[src/hdl/crc32_message_check_macros.svh]
// ----------------------------------------------------------------------------
// crc32_message_check assertion macros
// Concurrent assertion shorthands clocked on clk_i, disabled in reset.
// ----------------------------------------------------------------------------
`ifndef CRC32_MESSAGE_CHECK_MACROS_SVH
`define CRC32_MESSAGE_CHECK_MACROS_SVH

// same-cycle implication
`define CRCMC_ASSERT_IMPL(label, ante, cons) \
  label: assert property (@(posedge clk_i) disable iff (!rst_ni) (ante) |-> (cons)) \
    else $error("crc32_message_check: assertion failed");

// next-cycle implication
`define CRCMC_ASSERT_NEXT(label, ante, cons) \
  label: assert property (@(posedge clk_i) disable iff (!rst_ni) (ante) |=> (cons)) \
    else $error("crc32_message_check: assertion failed");

`endif

[src/hdl/crcmc_pkg.sv]
// ----------------------------------------------------------------------------
// crcmc_pkg
// Types, constants and the byte-wide CRC-32 update for the message checker.
// ----------------------------------------------------------------------------
`default_nettype none

package crcmc_pkg;

  localparam logic [31:0] CRC_POLY = 32'hEDB88320;
  localparam logic [31:0] CRC_INIT = 32'hFFFFFFFF;

  localparam logic [7:0]  HEADER_BYTES_RST = 8'd32;
  localparam logic [15:0] MAX_LENGTH_RST   = 16'd8192;

  localparam int unsigned ADDR_W = 3;
  localparam int unsigned IN_DATA_W = 56;
  localparam int unsigned OUT_DATA_W = 40;

  // register index, taken from paddr[2]
  localparam logic REG_HEADER_BYTES = 1'b0;
  localparam logic REG_MAX_LENGTH   = 1'b1;

  typedef enum logic {
    OP_START = 1'b0,
    OP_BYTE  = 1'b1
  } crcmc_op_e;

  typedef enum logic [1:0] {
    ST_MATCH    = 2'd0,
    ST_MISMATCH = 2'd1,
    ST_INVALID  = 2'd2
  } crcmc_status_e;

  typedef struct packed {
    crcmc_op_e   opcode;
    logic [15:0] message_length;
    logic [31:0] expected_checksum;
    logic [7:0]  data_byte;
  } crcmc_item_t;

  typedef struct packed {
    logic [7:0]  header_bytes;
    logic [15:0] max_length;
  } crcmc_cfg_t;

  // one byte through the reflected CRC, LSB first
  function automatic logic [31:0] crc_byte(input logic [31:0] crc, input logic [7:0] data);
    logic [31:0] c;
    c = crc ^ {24'd0, data};
    for (int k = 0; k < 8; k++) begin
      c = c[0] ? ((c >> 1) ^ CRC_POLY) : (c >> 1);
    end
    return c;
  endfunction

endpackage

`default_nettype wire

[src/hdl/crcmc_cfg.sv]
// ----------------------------------------------------------------------------
// crcmc_cfg
// Configuration registers behind the APB-style port.
// ----------------------------------------------------------------------------
`default_nettype none

module crcmc_cfg (
  input  wire logic                        clk_i,
  input  wire logic                        rst_ni,
  input  wire logic                        psel,
  input  wire logic                        penable,
  input  wire logic                        pwrite,
  input  wire logic [crcmc_pkg::ADDR_W-1:0] paddr,
  input  wire logic [31:0]                 pwdata,
  output logic [31:0]                      prdata,
  output logic                             pready,
  output crcmc_pkg::crcmc_cfg_t            cfg_o
);
  import crcmc_pkg::*;

  logic [7:0]  header_bytes_q;
  logic [15:0] max_length_q;
  logic        wr_en;

  assign pready = 1'b1;
  assign wr_en  = psel & penable & pwrite & pready;

  always_ff @(posedge clk_i or negedge rst_ni) begin
    if (!rst_ni) begin
      header_bytes_q <= HEADER_BYTES_RST;
      max_length_q   <= MAX_LENGTH_RST;
    end else if (wr_en) begin
      if (paddr[2] == REG_HEADER_BYTES) begin
        header_bytes_q <= pwdata[7:0];
      end else begin
        max_length_q <= pwdata[15:0];
      end
    end
  end

  always_comb begin
    if (paddr[2] == REG_MAX_LENGTH) begin
      prdata = {16'd0, max_length_q};
    end else begin
      prdata = {24'd0, header_bytes_q};
    end
  end

  assign cfg_o.header_bytes = header_bytes_q;
  assign cfg_o.max_length   = max_length_q;

endmodule

`default_nettype wire

[src/hdl/crcmc_in_stage.sv]
// ----------------------------------------------------------------------------
// crcmc_in_stage
// Input register: captures one item and holds it until the engine takes it.
// ----------------------------------------------------------------------------
`default_nettype none

module crcmc_in_stage (
  input  wire logic                   clk_i,
  input  wire logic                   rst_ni,
  input  wire logic                   in_valid_i,
  output logic                        in_ready_o,
  input  wire crcmc_pkg::crcmc_item_t in_item_i,
  output logic                        item_valid_o,
  output crcmc_pkg::crcmc_item_t      item_o,
  input  wire logic                   item_take_i
);
  import crcmc_pkg::*;

  logic        valid_q, valid_d;
  crcmc_item_t item_q;
  logic        load;

  assign in_ready_o = !valid_q || item_take_i;
  assign load       = in_valid_i && in_ready_o;
  assign valid_d    = load || (valid_q && !item_take_i);

  always_ff @(posedge clk_i or negedge rst_ni) begin
    if (!rst_ni) begin
      valid_q <= 1'b0;
    end else begin
      valid_q <= valid_d;
    end
  end

  always_ff @(posedge clk_i) begin
    if (load) begin
      item_q <= in_item_i;
    end
  end

  assign item_valid_o = valid_q;
  assign item_o       = item_q;

endmodule

`default_nettype wire

[src/hdl/crcmc_engine.sv]
// ----------------------------------------------------------------------------
// crcmc_engine
// Message state, byte-wide CRC update, length check and the result register.
// ----------------------------------------------------------------------------
`default_nettype none

`include "crc32_message_check_macros.svh"

module crcmc_engine (
  input  wire logic                   clk_i,
  input  wire logic                   rst_ni,
  input  wire crcmc_pkg::crcmc_cfg_t  cfg_i,
  input  wire logic                   item_valid_i,
  input  wire crcmc_pkg::crcmc_item_t item_i,
  output logic                        item_take_o,
  output logic                        res_valid_o,
  input  wire logic                   res_ready_i,
  output crcmc_pkg::crcmc_status_e    res_status_o,
  output logic [31:0]                 res_crc_o
);
  import crcmc_pkg::*;

  logic [31:0]   crc_q, crc_d;
  logic [15:0]   left_q, left_d;
  logic [31:0]   expected_q, expected_d;
  logic          in_msg_q, in_msg_d;
  logic          out_valid_q, out_valid_d;
  crcmc_status_e status_q, status_d;
  logic [31:0]   out_crc_q, out_crc_d;

  logic          emit;
  logic [31:0]   crc_next;
  logic [31:0]   final_crc;
  logic          len_bad;
  logic [15:0]   payload_len;

  assign item_take_o = item_valid_i && (!out_valid_q || res_ready_i);

  assign crc_next    = crc_byte(crc_q, item_i.data_byte);
  assign final_crc   = ~crc_next;
  assign len_bad     = (item_i.message_length < {8'd0, cfg_i.header_bytes}) ||
                       (item_i.message_length > cfg_i.max_length);
  assign payload_len = item_i.message_length - {8'd0, cfg_i.header_bytes};

  always_comb begin
    crc_d      = crc_q;
    left_d     = left_q;
    expected_d = expected_q;
    in_msg_d   = in_msg_q;
    emit       = 1'b0;
    status_d   = status_q;
    out_crc_d  = out_crc_q;
    if (item_take_o) begin
      case (item_i.opcode)
        OP_START: begin
          crc_d    = CRC_INIT;
          in_msg_d = 1'b0;
          if (len_bad) begin
            emit      = 1'b1;
            status_d  = ST_INVALID;
            out_crc_d = '0;
          end else begin
            left_d     = payload_len;
            expected_d = item_i.expected_checksum;
            if (payload_len == '0) begin
              // empty payload: CRC of no bytes is zero
              emit      = 1'b1;
              status_d  = (item_i.expected_checksum == '0) ? ST_MATCH : ST_MISMATCH;
              out_crc_d = '0;
            end else begin
              in_msg_d = 1'b1;
            end
          end
        end
        OP_BYTE: begin
          // drop stray bytes outside a message
          if (in_msg_q) begin
            crc_d  = crc_next;
            left_d = left_q - 16'd1;
            if (left_q == 16'd1) begin
              in_msg_d  = 1'b0;
              emit      = 1'b1;
              status_d  = (final_crc == expected_q) ? ST_MATCH : ST_MISMATCH;
              out_crc_d = final_crc;
            end
          end
        end
        default: begin
          in_msg_d = in_msg_q;
        end
      endcase
    end
  end

  assign out_valid_d = emit || (out_valid_q && !res_ready_i);

  always_ff @(posedge clk_i or negedge rst_ni) begin
    if (!rst_ni) begin
      crc_q       <= CRC_INIT;
      left_q      <= '0;
      expected_q  <= '0;
      in_msg_q    <= 1'b0;
      out_valid_q <= 1'b0;
    end else begin
      crc_q       <= crc_d;
      left_q      <= left_d;
      expected_q  <= expected_d;
      in_msg_q    <= in_msg_d;
      out_valid_q <= out_valid_d;
    end
  end

  always_ff @(posedge clk_i) begin
    if (emit) begin
      status_q  <= status_d;
      out_crc_q <= out_crc_d;
    end
  end

  assign res_valid_o  = out_valid_q;
  assign res_status_o = status_q;
  assign res_crc_o    = out_crc_q;

  `CRCMC_ASSERT_IMPL(a_invalid_zero_crc, out_valid_q && (status_q == ST_INVALID), out_crc_q == '0)
  `CRCMC_ASSERT_IMPL(a_match_consistent,
    out_valid_q && (status_q != ST_INVALID),
    (status_q == ST_MATCH) == (out_crc_q == expected_q))
  `CRCMC_ASSERT_IMPL(a_open_has_bytes, in_msg_q, left_q != '0)
  `CRCMC_ASSERT_NEXT(a_no_take_when_stalled, out_valid_q && !res_ready_i && !item_valid_i,
    out_valid_q)

endmodule

`default_nettype wire

[src/hdl/crc32_message_check.sv]
// ----------------------------------------------------------------------------
// crc32_message_check
// Message integrity checker using reflected CRC-32 over the payload bytes.
// ----------------------------------------------------------------------------
// A start item (tuser = 0) carries the total message length and the expected
// checksum; a length below header_bytes or above max_length returns status 2
// with CRC 0 at once, and a length equal to header_bytes returns CRC 0 at
// once. Otherwise the next (length - header_bytes) payload items (tuser = 1)
// feed the CRC, and the last one returns the inverted CRC with status 0 on a
// match and 1 on a mismatch. Payload items with no open message are dropped,
// and a new start abandons an open message silently. The block takes one
// item every cycle unless the result side stalls it; an accepted item goes
// from the input register through the 8-bit unrolled CRC update into the
// result register. Backpressure on the result side stalls input only while
// the result register is full and not being taken.
`default_nettype none

module crc32_message_check (
  input  wire logic                           clk_i,
  input  wire logic                           rst_ni,
  // slave side
  input  wire logic                           s_axis_tvalid,
  output logic                                s_axis_tready,
  // [15:0] message_length, [47:16] expected_checksum, [55:48] data_byte
  input  wire logic [crcmc_pkg::IN_DATA_W-1:0] s_axis_tdata,
  // [0] opcode
  input  wire logic                           s_axis_tuser,
  // master side
  output logic                                m_axis_tvalid,
  input  wire logic                           m_axis_tready,
  // [1:0] status, [33:2] computed_crc, [39:34] zero
  output logic [crcmc_pkg::OUT_DATA_W-1:0]    m_axis_tdata,
  // configuration
  input  wire logic                           psel,
  input  wire logic                           penable,
  input  wire logic                           pwrite,
  input  wire logic [crcmc_pkg::ADDR_W-1:0]   paddr,
  input  wire logic [31:0]                    pwdata,
  output logic [31:0]                         prdata,
  output logic                                pready
);
  import crcmc_pkg::*;

  crcmc_cfg_t    cfg;
  crcmc_item_t   in_item;
  crcmc_item_t   item;
  logic          item_valid;
  logic          item_take;
  crcmc_status_e res_status;
  logic [31:0]   res_crc;

  assign in_item.opcode            = crcmc_op_e'(s_axis_tuser);
  assign in_item.message_length    = s_axis_tdata[15:0];
  assign in_item.expected_checksum = s_axis_tdata[47:16];
  assign in_item.data_byte         = s_axis_tdata[55:48];

  crcmc_cfg u_cfg (
    .clk_i   (clk_i),
    .rst_ni  (rst_ni),
    .psel    (psel),
    .penable (penable),
    .pwrite  (pwrite),
    .paddr   (paddr),
    .pwdata  (pwdata),
    .prdata  (prdata),
    .pready  (pready),
    .cfg_o   (cfg)
  );

  crcmc_in_stage u_in_stage (
    .clk_i        (clk_i),
    .rst_ni       (rst_ni),
    .in_valid_i   (s_axis_tvalid),
    .in_ready_o   (s_axis_tready),
    .in_item_i    (in_item),
    .item_valid_o (item_valid),
    .item_o       (item),
    .item_take_i  (item_take)
  );

  crcmc_engine u_engine (
    .clk_i        (clk_i),
    .rst_ni       (rst_ni),
    .cfg_i        (cfg),
    .item_valid_i (item_valid),
    .item_i       (item),
    .item_take_o  (item_take),
    .res_valid_o  (m_axis_tvalid),
    .res_ready_i  (m_axis_tready),
    .res_status_o (res_status),
    .res_crc_o    (res_crc)
  );

  assign m_axis_tdata = {6'd0, res_crc, res_status};

endmodule

`default_nettype wire
[config.mk]
export PLATFORM = sky130hd
export DESIGN_NAME = crc32_message_check
export DESIGN_NICKNAME = d
export VERILOG_FILES = /design/src/hdl/crcmc_pkg.sv /design/src/hdl/crcmc_cfg.sv /design/src/hdl/crcmc_in_stage.sv /design/src/hdl/crcmc_engine.sv /design/src/hdl/crc32_message_check.sv
export VERILOG_INCLUDE_DIRS = /design/src /design/src/hdl
export SDC_FILE = /design/constraint.sdc
export NUM_CORES = 1
export LEC_CHECK = 0
export BUFFER_PORTS_ARGS = -buffer_cell sky130_fd_sc_hd__buf_2
export CORE_UTILIZATION = 40
export CTS_CLUSTER_SIZE = 12
export DETAILED_ROUTE_END_ITERATION = 8
export PLACE_DENSITY = 0.58
export SYNTH_ARGS = -nofsm -noshare
export SYNTH_HDL_FRONTEND = slang
export SYNTH_SLANG_ARGS = --single-unit
export TNS_END_PERCENT = 30
[constraint.sdc]
create_clock -name clk_i -period 7.5 [get_ports clk_i]
set_input_delay 1.875 -clock clk_i [delete_from_list [all_inputs] [get_ports clk_i]]
set_output_delay 1.875 -clock clk_i [all_outputs]
set_load 0.05 [all_outputs]
Word level (Yosys, flattened, before mapping)
Index checks and enable logic that the tools add are counted.
{ "totals": {"word_cells": 97, "latchBits": 0, "output_inout_bits": 75, "mem_bits_ro": 0, "n_memories": 0, "regBits": 198, "ram_bits": 0} }
{ "classes": {"reduce_logical": 21, "n_mux": 37, "shift": 0, "multipliers": 0, "add_sub_neg": 2, "n_bitwise": 15, "n_eq_ne": 6, "n_div": 0, "order_cmp": 2} }
{ "op_table": {"columns": ["operator", "n"], "rows": [
  ["$mux W32", 13],
  ["$pmux W32 S2", 2],
  ["$not A13 Y14", 8],
  ["$mux W16", 3],
  ["$eq A32 B32 Y1", 1],
  ["$logic_not A32 Y1", 1],
  ["$not A32 Y32", 1],
  ["$pmux W16 S2", 1],
  ["$xor A32 B8 Y32", 1],
  ["$eq A16 B1 Y1 const B", 1],
  ["$gt A16 B16 Y1", 1],
  ["$logic_not A16 Y1", 1],
  ["$lt A16 B8 Y1", 1],
  ["$sub A16 B1 Y16 const B", 1],
  ["$sub A16 B8 Y16", 1],
  ["$mux W1", 11],
  ["$mux W2", 4],
  ["$reduce_and A2 Y1", 3],
  ["$reduce_and A3 Y1", 2],
  ["$logic_or A1 B1 Y1", 5],
  ["$reduce_and A5 Y1", 1],
  ["$logic_and A1 B1 Y1", 4],
  ["$logic_not A1 Y1", 4],
  ["$ne A2 B1 Y1 const B", 2],
  ["6 further kinds", 10]
]} }

Longest topological paths before layout
{ "logic_depth": {"depth_word": 23, "depth_mapped": 12, "depth_no_buf": 11} }

Modules after synthesis
A second synthesis with hierarchy kept.
{ "hier_totals": {"hier_cells": 850, "hier_area_um2": 10252.3} }
{ "by_module_without_submodules": {"columns": ["mod", "area_each_um2", "cells_per_inst", "n_inst"], "rows": [
  ["crcmc_engine", 7183.1, 694, 1],
  ["crcmc_in_stage", 1765.4, 61, 1],
  ["crcmc_cfg", 1255.0, 88, 1],
  ["crc32_message_check", 48.8, 7, 1]
]} }

Worst setup path before layout
No wires, ideal clock.
{ "synth_timing": {"kind": "input to register", "from": "input m_axis_tready", "to": "register u_engine.out_crc_q[0], in the netlist u_engine.res_crc_o[0] (enable)", "path_buffers": 2, "stages": 6, "arrival_ps": 5332, "setup_slack_ps": 1680, "required_time_ps": 7012, "cell_sequence": "nor2b_1 nand2b_1 a21o_1 clkbuf_1 clkbuf_1 a311oi_1"} }
{ "synth_between": {"elab_chain_len": 4} }
{ "synth_lines": {"columns": ["item", "line", "source"], "rows": [
  ["start: declaration", "crc32_message_check.sv:30", "input wire logic m_axis_tready,"],
  ["$logic_or A1 B1 Y1 *", "crcmc_engine.sv:37", "assign item_take_o = item_valid_i && (!out_valid_q || res_ready_i);"],
  ["$logic_and A1 B1 Y1 *", "crcmc_engine.sv:37", null],
  ["$mux W1", "crcmc_engine.sv:53", "if (item_take_o) begin"],
  ["$reduce_and A5 Y1 (no line) *", null, null],
  ["end signal: assignment", "crcmc_engine.sv:116", "out_crc_q <= out_crc_d;"],
  ["end: declaration", "crcmc_engine.sv:29", "logic [31:0] out_crc_q, out_crc_d;"]
]} }
Every way passes the cells marked *; elsewhere a longest branch is shown, timed or not.
A chain may end at the register's enable or synchronous reset.

Final worst setup path
{ "layout_timing": {"from": "input paddr[2] (netlist name)", "to": "output prdata[0]"} }
{ "layout_between": {"elab_chain_len": 1} }
{ "layout_lines": {"columns": ["item", "line", "source"], "rows": [
  ["start: declaration", "crc32_message_check.sv:37", "input wire logic [crcmc_pkg::ADDR_W-1:0] paddr,"],
  ["$mux W16", "crcmc_cfg.sv:42", "if (paddr[2] == REG_MAX_LENGTH) begin"],
  ["end: declaration", "crc32_message_check.sv:39", "output logic [31:0] prdata,"]
]} }
No other way between the ends.

==> qor.yml <==
status:
  status: "finished, final reports clean"
run:
  cap_violations: 0
yosys:
  synthDistinctLibCells: 61
  syn_avg_cell_area_um2: 11.8
  synth_area_mm2: 0.0101
  synth_top_area_cell: "edfxtp_1"
  async_flop_share: 0.540
  synth_top_area_frac: 0.272
  ys_seq_area_frac: 0.542
  netlist_top_cells_area: "edfxtp_1, dfrtp_1, dfstp_2, mux2_2, xnor2_1"
  yosysWarnings: 0
  synth-edff-count: 91
  ys_ff_latch: 198
  synthCells: 851
  ys.flop_type: "edfxtp_1"
sta:
  finalMaxSlewViolations: 0
  setup_viol: 0
  fin_crit_sh: 0.623
  finClkSkew_ps: 16.4
  max_slew_margin: 0.397
  post-route-min-period_ps: 4670
  hold_viol_final: 0
  worst_pin_slew_ps: 897
  rsz0062_at_grt: "false"
  tns_ps: 0
  fmax_mhz: 214
drt:
  totalWireLength_mm: 22.8
  drt_iter0_drc: 416
  vias_per_cell: 5.00
  dr.pass1.iters: 5
  final_antenna_net_count: 0
  vias: 6610
  detail_route.wl_per_cell_um: 17.2
  post-route-drc-count: 0
setup_path:
  timing.rr.end: "u_engine.res_crc_o[12]"
  cp_max_fo: 25
  cp-end-kind: "output port"
  rr_worst_depth: 11
  r2r_setup_slack_ps: 3530
  r2r-start: "u_cfg.header_bytes_q[0]"
  start_kind: "input port"
  cp_data_required_time_ps: 5620
  critPathArrivalTime_ps: 2800
  crit_type: "in2out"
floorplan:
  fp-row-count: 57
  die_h_um: 161
  initial_core_util: 0.411
  die_area_mm2: 0.0258
  core-area_mm2: 0.0245
  die-width_um: 161
  ioPinCount: 174
finish:
  final_area_mm2: 0.0116
  multi_input_area_mm2: 0.00430
  diodes: 0
  syn2layout_area_growth_pct: 15.2
  seqCellArea_mm2: 0.00545
  drive_above_1_share: 0.289
  fill_cells: 2254
  fin_nets: 1111
power:
  p_per_area_mw_per_mm2: 473
  p_leak_nw: 4.77
  peakVddDrop_uv: 231
hold_path:
  holdPathStages: 2
  holdCritPathClass: "reg2reg"
  worst_hold_path.endpoint: "u_engine.crc_q[27]"
  min_from: "u_engine.crc_q[27]"
global_route:
  grt_pass1_wl_mm: 36.5
  grtUsageTotal: 0.185
  grt_max_degree: 63
  antenna_found_initial: 0
  grt_pass1_vias: 6453
  overflow: 0
clock_tree:
  cts_root_buffer: "clkbuf_16"
  postCtsSetupRepairBufs: 0
  postCtsHoldBufs: 0
  cts-htree-levels: 4
  insertion_delay_ps: 440
  cts_num_sinks: 198
  cts_tree: "done"
  clock_path_buffers: 2
  cts_resized: 0
  clk_pin_slew_worst_paths_ps: 60
  cts_made_buffers: 17
placement:
  port_buffers: 132
  dp_hpwl_mm: 16.8
  placedInstanceArea_mm2: 0.0110
  gp_congestion: 0.847
-- cells in the final DEF, fill, tap and decap left out, types with 23 or more instances in the layout --
cell,n
and2_1,24
conb_1,23
mux2_2,57
xor2_1,38
buf_2,131
o21ai_0,55
dfstp_2,34
edfxtp_1,91
xnor2_1,61
nor2_1,44
dfrtp_1,73
inv_1,38
ha_1,26
nand2_1,69
-- power breakdown --
part           leakage [nW]  total (mW)  switching (mW)  internal [mW]
clock                 0.275       0.879           0.431          0.447
combinational          2.39        2.74            1.64           1.10
sequential             2.10        1.86           0.276           1.59
-- Yosys cell counts, drive strengths merged, types with 5 or more instances --
cell type  instances
edfxtp            91
dfrtp             73
xnor2             73
nand2             69
mux2              57
o21ai             57
nor2              44
xor2              39
inv               38
dfstp             34
buf               27
and2              26
ha                26
a21oi             21
clkbuf            18
nor4              15
nand3             13
nor3              11
nand2b            10
nand4             10
a21o               9
or2                7
a31oi              5
and3               5
or4                5
-- area by class of cell --
| class | count | area share |
|---|---|---|
| well taps | 324 | 0.0350 |
| flip-flops and latches | 198 | 0.471 |
| inverters | 38 | 0.0123 |
| clock inverters | 12 | 0.0103 |
| repair buffers | 139 | 0.0618 |
| multi-input cells | 591 | 0.371 |
| clock buffers | 20 | 0.0386 |
-- metal layers --
metal | track usage | vias up | routed length (um)
met2 | 0.262 | 172 | 9580
met5 | 0 | - | 0
met1 | 0.288 | 3160 | 12000
li1 | - | 3261 | -
met4 | 0.0498 | 0 | 217
met3 | 0.0292 | 17 | 934
-- worst max-delay path, cell delays in order --
cell and delay (ps):
buf_2 330, mux2_2 380, buf_2 210
-- registers in the layout, summed over array words and instances (netlist names) --
| signal | cells |
|---|---|
| u_engine.res_valid_o | 1 |
| u_engine.res_crc_o | 32 |
| u_engine.res_status_o | 2 |
| u_cfg.max_length_q | 16 |
| u_engine.in_msg_q | 1 |
| u_engine.expected_q | 32 |
| u_in_stage.item_valid_o | 1 |
| u_in_stage.item_o | 57 |
| u_engine.crc_q | 32 |
| u_engine.left_q | 16 |
| u_cfg.header_bytes_q | 8 |
-- kinds of logic (layout without fill, tap and decap cells) --
| kind of cell | after synthesis | in the layout | synth area share |
|---|---|---|---|
| compound gates | 137 | 137 | 0.0880 |
| xor+xnor | 112 | 112 | 0.112 |
| fa+ha+maj | 27 | 27 | 0.0343 |
| buf+inv | 83 | 209 | 0.0397 |
| flops | 198 | 198 | 0.542 |
| mux | 61 | 61 | 0.0678 |
| other cells | 2 | 23 | 0.000747 |
| simple gates | 231 | 231 | 0.115 |
-- how the worst max path moves through the flow --
stage / start / to / slack [ps] / depth (start not counted)
2_1_floorplan: m_axis_tready / u_engine.res_crc_o[0] / 1680 / 6
3_3_place_gp: paddr[2] / prdata[0] / 2850 / 3
3_5_place_dp: paddr[2] / prdata[0] / 2830 / 3
4_1_cts: paddr[2] / prdata[0] / 2830 / 3
5_1_grt: paddr[2] / prdata[0] / 2770 / 3
6_report: paddr[2] / prdata[0] / 2830 / 3
-- through the flow --
step                      instances  total power, mW  hold WS [ps]  utilization  setup WS (ps)
after global placement         1290             4.57           472        0.450           2850
final                          1322             5.48           489        0.473           2830
after detailed placement       1290             4.61           480        0.450           2830
after global routing           1322             5.85           498        0.473           2770
after CTS                      1322             5.51           492        0.473           2830
after floorplan                 872             3.91           451            -           1680
(Power assumes the default switching activity.)
